**src/design/rpm_pkg.sv**
```systemverilog
package rpm_pkg;

  localparam int BOX_W_CFG_W = 13;
  localparam int BOX_H_CFG_W = 11;
  localparam int CFG_DATA_W  = 13;
  localparam int CFG_IDX_W   = 2;
  localparam int PIX_W       = 8;
  localparam int RGB_W       = 3 * PIX_W;
  localparam int POS_X_W     = 12;
  localparam int POS_Y_W     = 10;
  localparam int ENTRY_W     = RGB_W + 2;

  localparam int DEF_MAX_HEIGHT = 1024;
  localparam int DEF_MAX_WIDTH  = 4096;

  localparam int OFIFO_DEPTH = 8;

  localparam logic [CFG_IDX_W-1:0] REG_BOX_WIDTH    = 2'd0;
  localparam logic [CFG_IDX_W-1:0] REG_BOX_HEIGHT   = 2'd1;
  localparam logic [CFG_IDX_W-1:0] REG_CONNECTIVITY = 2'd2;

  typedef struct packed {
    logic [POS_X_W-1:0] pos_x;
    logic [POS_Y_W-1:0] pos_y;
    logic [PIX_W-1:0]   blue;
    logic [PIX_W-1:0]   green;
    logic [PIX_W-1:0]   red;
    logic               last;
  } result_t;

  // up to two words per cell; push_b only ever comes with push_a
  typedef struct packed {
    logic    push_a;
    logic    push_b;
    result_t a;
    result_t b;
  } push_t;

endpackage

```
**src/design/rpm_out_fifo.sv**
```systemverilog
module rpm_out_fifo #(
  parameter int DEPTH = rpm_pkg::OFIFO_DEPTH
) (
  input  logic                     clk_i,
  input  logic                     rst_ni,
  input  rpm_pkg::push_t           push_i,
  input  logic                     pop_i,
  output logic                     valid_o,
  output rpm_pkg::result_t         data_o,
  output logic [$clog2(DEPTH):0]   count_o
);

  localparam int AW = $clog2(DEPTH);

  rpm_pkg::result_t mem_q [DEPTH];
  logic [AW-1:0] wr_q, wr_d, rd_q, rd_d;
  logic [AW:0]   count_q, count_d;
  logic [AW-1:0] wr_next;
  logic          pop;

  assign pop     = pop_i & valid_o;
  assign wr_next = wr_q + AW'(1);
  assign valid_o = (count_q != '0);
  assign data_o  = mem_q[rd_q];
  assign count_o = count_q;

  always_comb begin
    wr_d    = wr_q + AW'(push_i.push_a) + AW'(push_i.push_b);
    rd_d    = rd_q + AW'(pop);
    count_d = count_q + (AW+1)'(push_i.push_a) + (AW+1)'(push_i.push_b) - (AW+1)'(pop);
  end

  always_ff @(posedge clk_i) begin
    if (push_i.push_a) begin
      mem_q[wr_q] <= push_i.a;
    end
    if (push_i.push_b) begin
      mem_q[wr_next] <= push_i.b;
    end
  end

  always_ff @(posedge clk_i or negedge rst_ni) begin
    if (!rst_ni) begin
      wr_q    <= '0;
      rd_q    <= '0;
      count_q <= '0;
    end else begin
      wr_q    <= wr_d;
      rd_q    <= rd_d;
      count_q <= count_d;
    end
  end

`ifndef SYNTH
  a_no_overflow: assert property (@(posedge clk_i) disable iff (!rst_ni)
    32'(count_q) <= DEPTH)
    else $error("output queue overflow");

  a_push_order: assert property (@(posedge clk_i) disable iff (!rst_ni)
    push_i.push_b |-> push_i.push_a)
    else $error("second word pushed without first");
`endif

endmodule

```
**config.mk**
```make
export PLATFORM = sky130hd
export DESIGN_NAME = rpm_out_fifo
export DESIGN_NICKNAME = d
export VERILOG_FILES = /design/src/design/rpm_pkg.sv /design/src/design/rpm_out_fifo.sv
export SDC_FILE = /design/constraint.sdc
export NUM_CORES = 1
export LEC_CHECK = 0
export BUFFER_PORTS_ARGS = -buffer_cell sky130_fd_sc_hd__buf_2
export CAP_MARGIN = 15
export CORE_AREA = 10 10 265 166
export DETAILED_ROUTE_END_ITERATION = 6
export DIE_AREA = 0 0 275 176
export PLACE_DENSITY = 0.68
export SLEW_MARGIN = 20
export SYNTH_ARGS = -nofsm -noshare
export SYNTH_HDL_FRONTEND = slang
export SYNTH_SLANG_ARGS = --single-unit
```
**constraint.sdc**
```tcl
create_clock -name clk_i -period 5.8 [get_ports clk_i]
set_clock_uncertainty 0.05 [all_clocks]
set_input_delay 1.16 -clock clk_i [delete_from_list [all_inputs] [get_ports clk_i]]
set_output_delay 1.16 -clock clk_i [all_outputs]
set_load 0.1 [all_outputs]
```
After elaboration in Yosys (flattened, before gate mapping):

Memories as Yosys holds them, arrays and structs flattened.
Index checks and enable logic that the tools add are counted.
Widths: inputs -> output; s select.

* word-level logic and storage cells: 17
* bits in writable memories: 376
* flip-flop bits (word level): 10
* bits of input ports: 99
* memories: 1

Memories
* mem_q: words 8, bits a word 47, rd ports 1, clocked after memory_dff 0, wr ports 2, line rpm_out_fifo.sv:15 `rpm_pkg::result_t mem_q [DEPTH];`

* reduce and logical (&&, ||, !) cells: 1
* muxes and demuxes: 4
* bitwise gates (word level): 1
* add/sub/neg operators: 7

Operators with widths (count)
* $add 3x1->3: 3
* $add 4x1->4: 2
* $mux 1: 4
* $reduce_bool 4->1: 1
* $sub 4x1->4: 1
* $add 3x1->3 const B: 1
* $and 1x1->1: 1

Longest topological paths before layout:

* word-level depth: 3
* mapped depth: 10

Least setup slack after synthesis:

OpenSTA, ideal clock, no wires.

* path type: input port to flip-flop
* from: in push_i[95] in the netlist's numbering
* to: mem mem_q[2][0] in the netlist's numbering, enable pin
* path buffers: 0
* slack: 0.392 ns
* arrival time: 4.833 ns
* stages: 2
* cell sequence: nand2_1 o32ai_1

RTL lines
* from (decl): line rpm_out_fifo.sv:6 `input rpm_pkg::push_t push_i,`
* to (decl): line rpm_out_fifo.sv:15

==> impl_results.md <==
- Mapped Nets: 1138
- Placed cells: 1663
- Yosys top cell area share: 58.5%
- Clock tree buffer depth: 3
- Max cap viols: 0
- CTS sink count: 386
- CP Max Fanout: 59
- Root Driver: clkbuf_16
- Sequential area share after synthesis: 59.8%
- Total track usage: 20.5%
- CTS buffer count: 39
- Vias in the first global route: 11300
- Resized Gates After CTS: 0
- CP startpoint kind: register
- Antenna-violating nets left: 0
- Fin area: 21800 um2
- Fin. max-slew vios: 0
- Final hold vios: 0
- Post-Layout Cell Count: 1737
- Antenna violations before repair: 10
- Total grt overflow: 0
- Placed cell area: 20600 um2
- H-tree lvl count: 2
- Count of different cell masters after synthesis: 30
- Final min period: 4300 ps
- WL/cell: 28.4 um
- Leading area contributor after synthesis: edfxtp_1
- Total Wirelength: 49400 um
- Post-Syn Area: 19300 um2
- Layout net count: 1283
- Core Footprint: 39500 um2
- Yosys reg bits: 386
- Postcts setup bufs: 0
- Setup CP Type: reg -> out
- Slew headroom: 30.3%
- First-pass GRT wire length: 74500 um
- # rows: 57
- # port buffers: 150
- Drt first pass iters: 5
- Synth warn: 0
- Synth Area per Inst: 18.8 um2
- Share of post-route cells with drive strength above 1: 62.6%
- Drt drc: 0
- Die H: 176 um
- CTS tree: built
- Tcrit/Tclk final: 74.1%
- Data required, critical path: 4590 ps
- DR vias: 10500
- HP Class: in -> async
- Ports: 151
- F_max: 233 MHz
- Clock-pin slew on the worst setup and hold paths: 60 ps
- Maximum number of pins on one net before global-route repair: 60
- Synth area leaders: edfxtp_1 (59%), mux2_2 (24%), mux4_2 (11%)
- Worst-margin pin slew: 1040 ps
- DIE WIDTH: 275 um
- Hold buffer count at CTS: 0
- Full die area: 48400 um2
- Starting Density: 48.8%
- Final Setup Violations: 0
- P&R area growth vs syn: 12.9%
- Vias per cell: 6.03
- DPL Wire Length: 27200 um
- Number of DRC markers in iteration 0: 1077
- Fillers: 3114
- Cells after Synth: 1028
- Final RePlAce weighted congestion: 0.764
- Final hold slack: 428 ps
- RSZ-0062 raised after global routing: no
- Setup TNS: 0 ps
- Data arrival, critical path: 3090 ps
- Outcome: finished, final reports clean
- Crit. End Element: output port
- Clk Latency, worst-skew pair: 540 ps
[Yosys cell counts (all sizes together)]
master	count
a21o	1
a21oi	1
and2	1
buf	59
clkbuf	9
dfrtp	10
edfxtp	376
fa	3
ha	8
inv	10
mux2	423
mux4	94
nand2	7
nand2b	2
nand3	1
nand3b	1
nor2	5
nor3	2
nor3b	1
o21ai	2
o21bai	2
o22ai	2
o32ai	2
xnor2	1
xor2	5
[cell usage in the layout (no fill, tap or decap), drive strengths merged, types with 2 or more instances in the layout]
cell,instances
mux2,423
edfxtp,376
buf,172
mux4,94
clkbuf,54
inv,14
clkinv,11
dfrtp,10
ha,8
nand2,7
xor2,5
nor2,5
diode,4
fa,3
nor3,2
nand2b,2
o21ai,2
o32ai,2
o21bai,2
o22ai,2
[final timing paths]
kind,to,cells past startpoint,start,slack (ps)
worst max-delay path,data_o[29],4,rd_q[1],1500
worst min-delay path,wr_q[1],1,rst_ni,430
worst max register to register,mem_q[4][42],4,wr_q[0],2460
worst min register to register,wr_q[1],1,wr_q[1],530
max in group asynchronous,rd_q[1],1,rst_ni,5050
min in group clk_i,wr_q[1],1,wr_q[1],530
[layer usage]
metal,up-vias,part of all wire [%],track usage (%)
li1,4515,-,-
met1,5558,45,29.2
met2,315,47,32.1
met3,75,6.4,4.42
met4,10,1.5,3.90
met5,-,0.12,0
[flip-flops by register name (all words and copies together) (netlist names)]
| name | flops |
|---|---|
| mem_q | 376 |
| rd_q | 3 |
| count_o | 4 |
| wr_q | 3 |
[cell type report]
class                   instances  area [um2]  area share, %
well taps                     531         664           3.05
clock inverters                16        91.3          0.419
flip-flops and latches        386       11500           53.0
diodes                          4        10.0         0.0460
clock buffers                  54        1040           4.79
multi-input cells             564        7440           34.2
repair buffers                172         941           4.32
inverters                      10        37.5          0.172
[through the flow]
step / setup WS, ps / util, %
global route: 1390 / 55.1
detailed placement: 2070 / 52.2
finish: 1500 / 55.1
CTS: 1490 / 55.1
floorplan: 392 / -
global placement: 2080 / 52.2
[cells by family after synthesis]
family / after synthesis / synth area share, %
mux: 517 / 35.7
flops: 386 / 59.8
buf+inv: 78 / 2.42
simple gates: 20 / 0.538
fa+ha+maj: 11 / 0.830
compound gates: 10 / 0.350
xor+xnor: 6 / 0.350
[worst max-delay path, cell delays in order (launching register included)]
cell and delay, ps:
dfrtp_4 1040, buf_4 460, mux4_2 380, mux2_2 320, buf_2 300
Power is not shown: default switching activity piles up to over one toggle a cycle in this logic, so the estimate is an artifact.
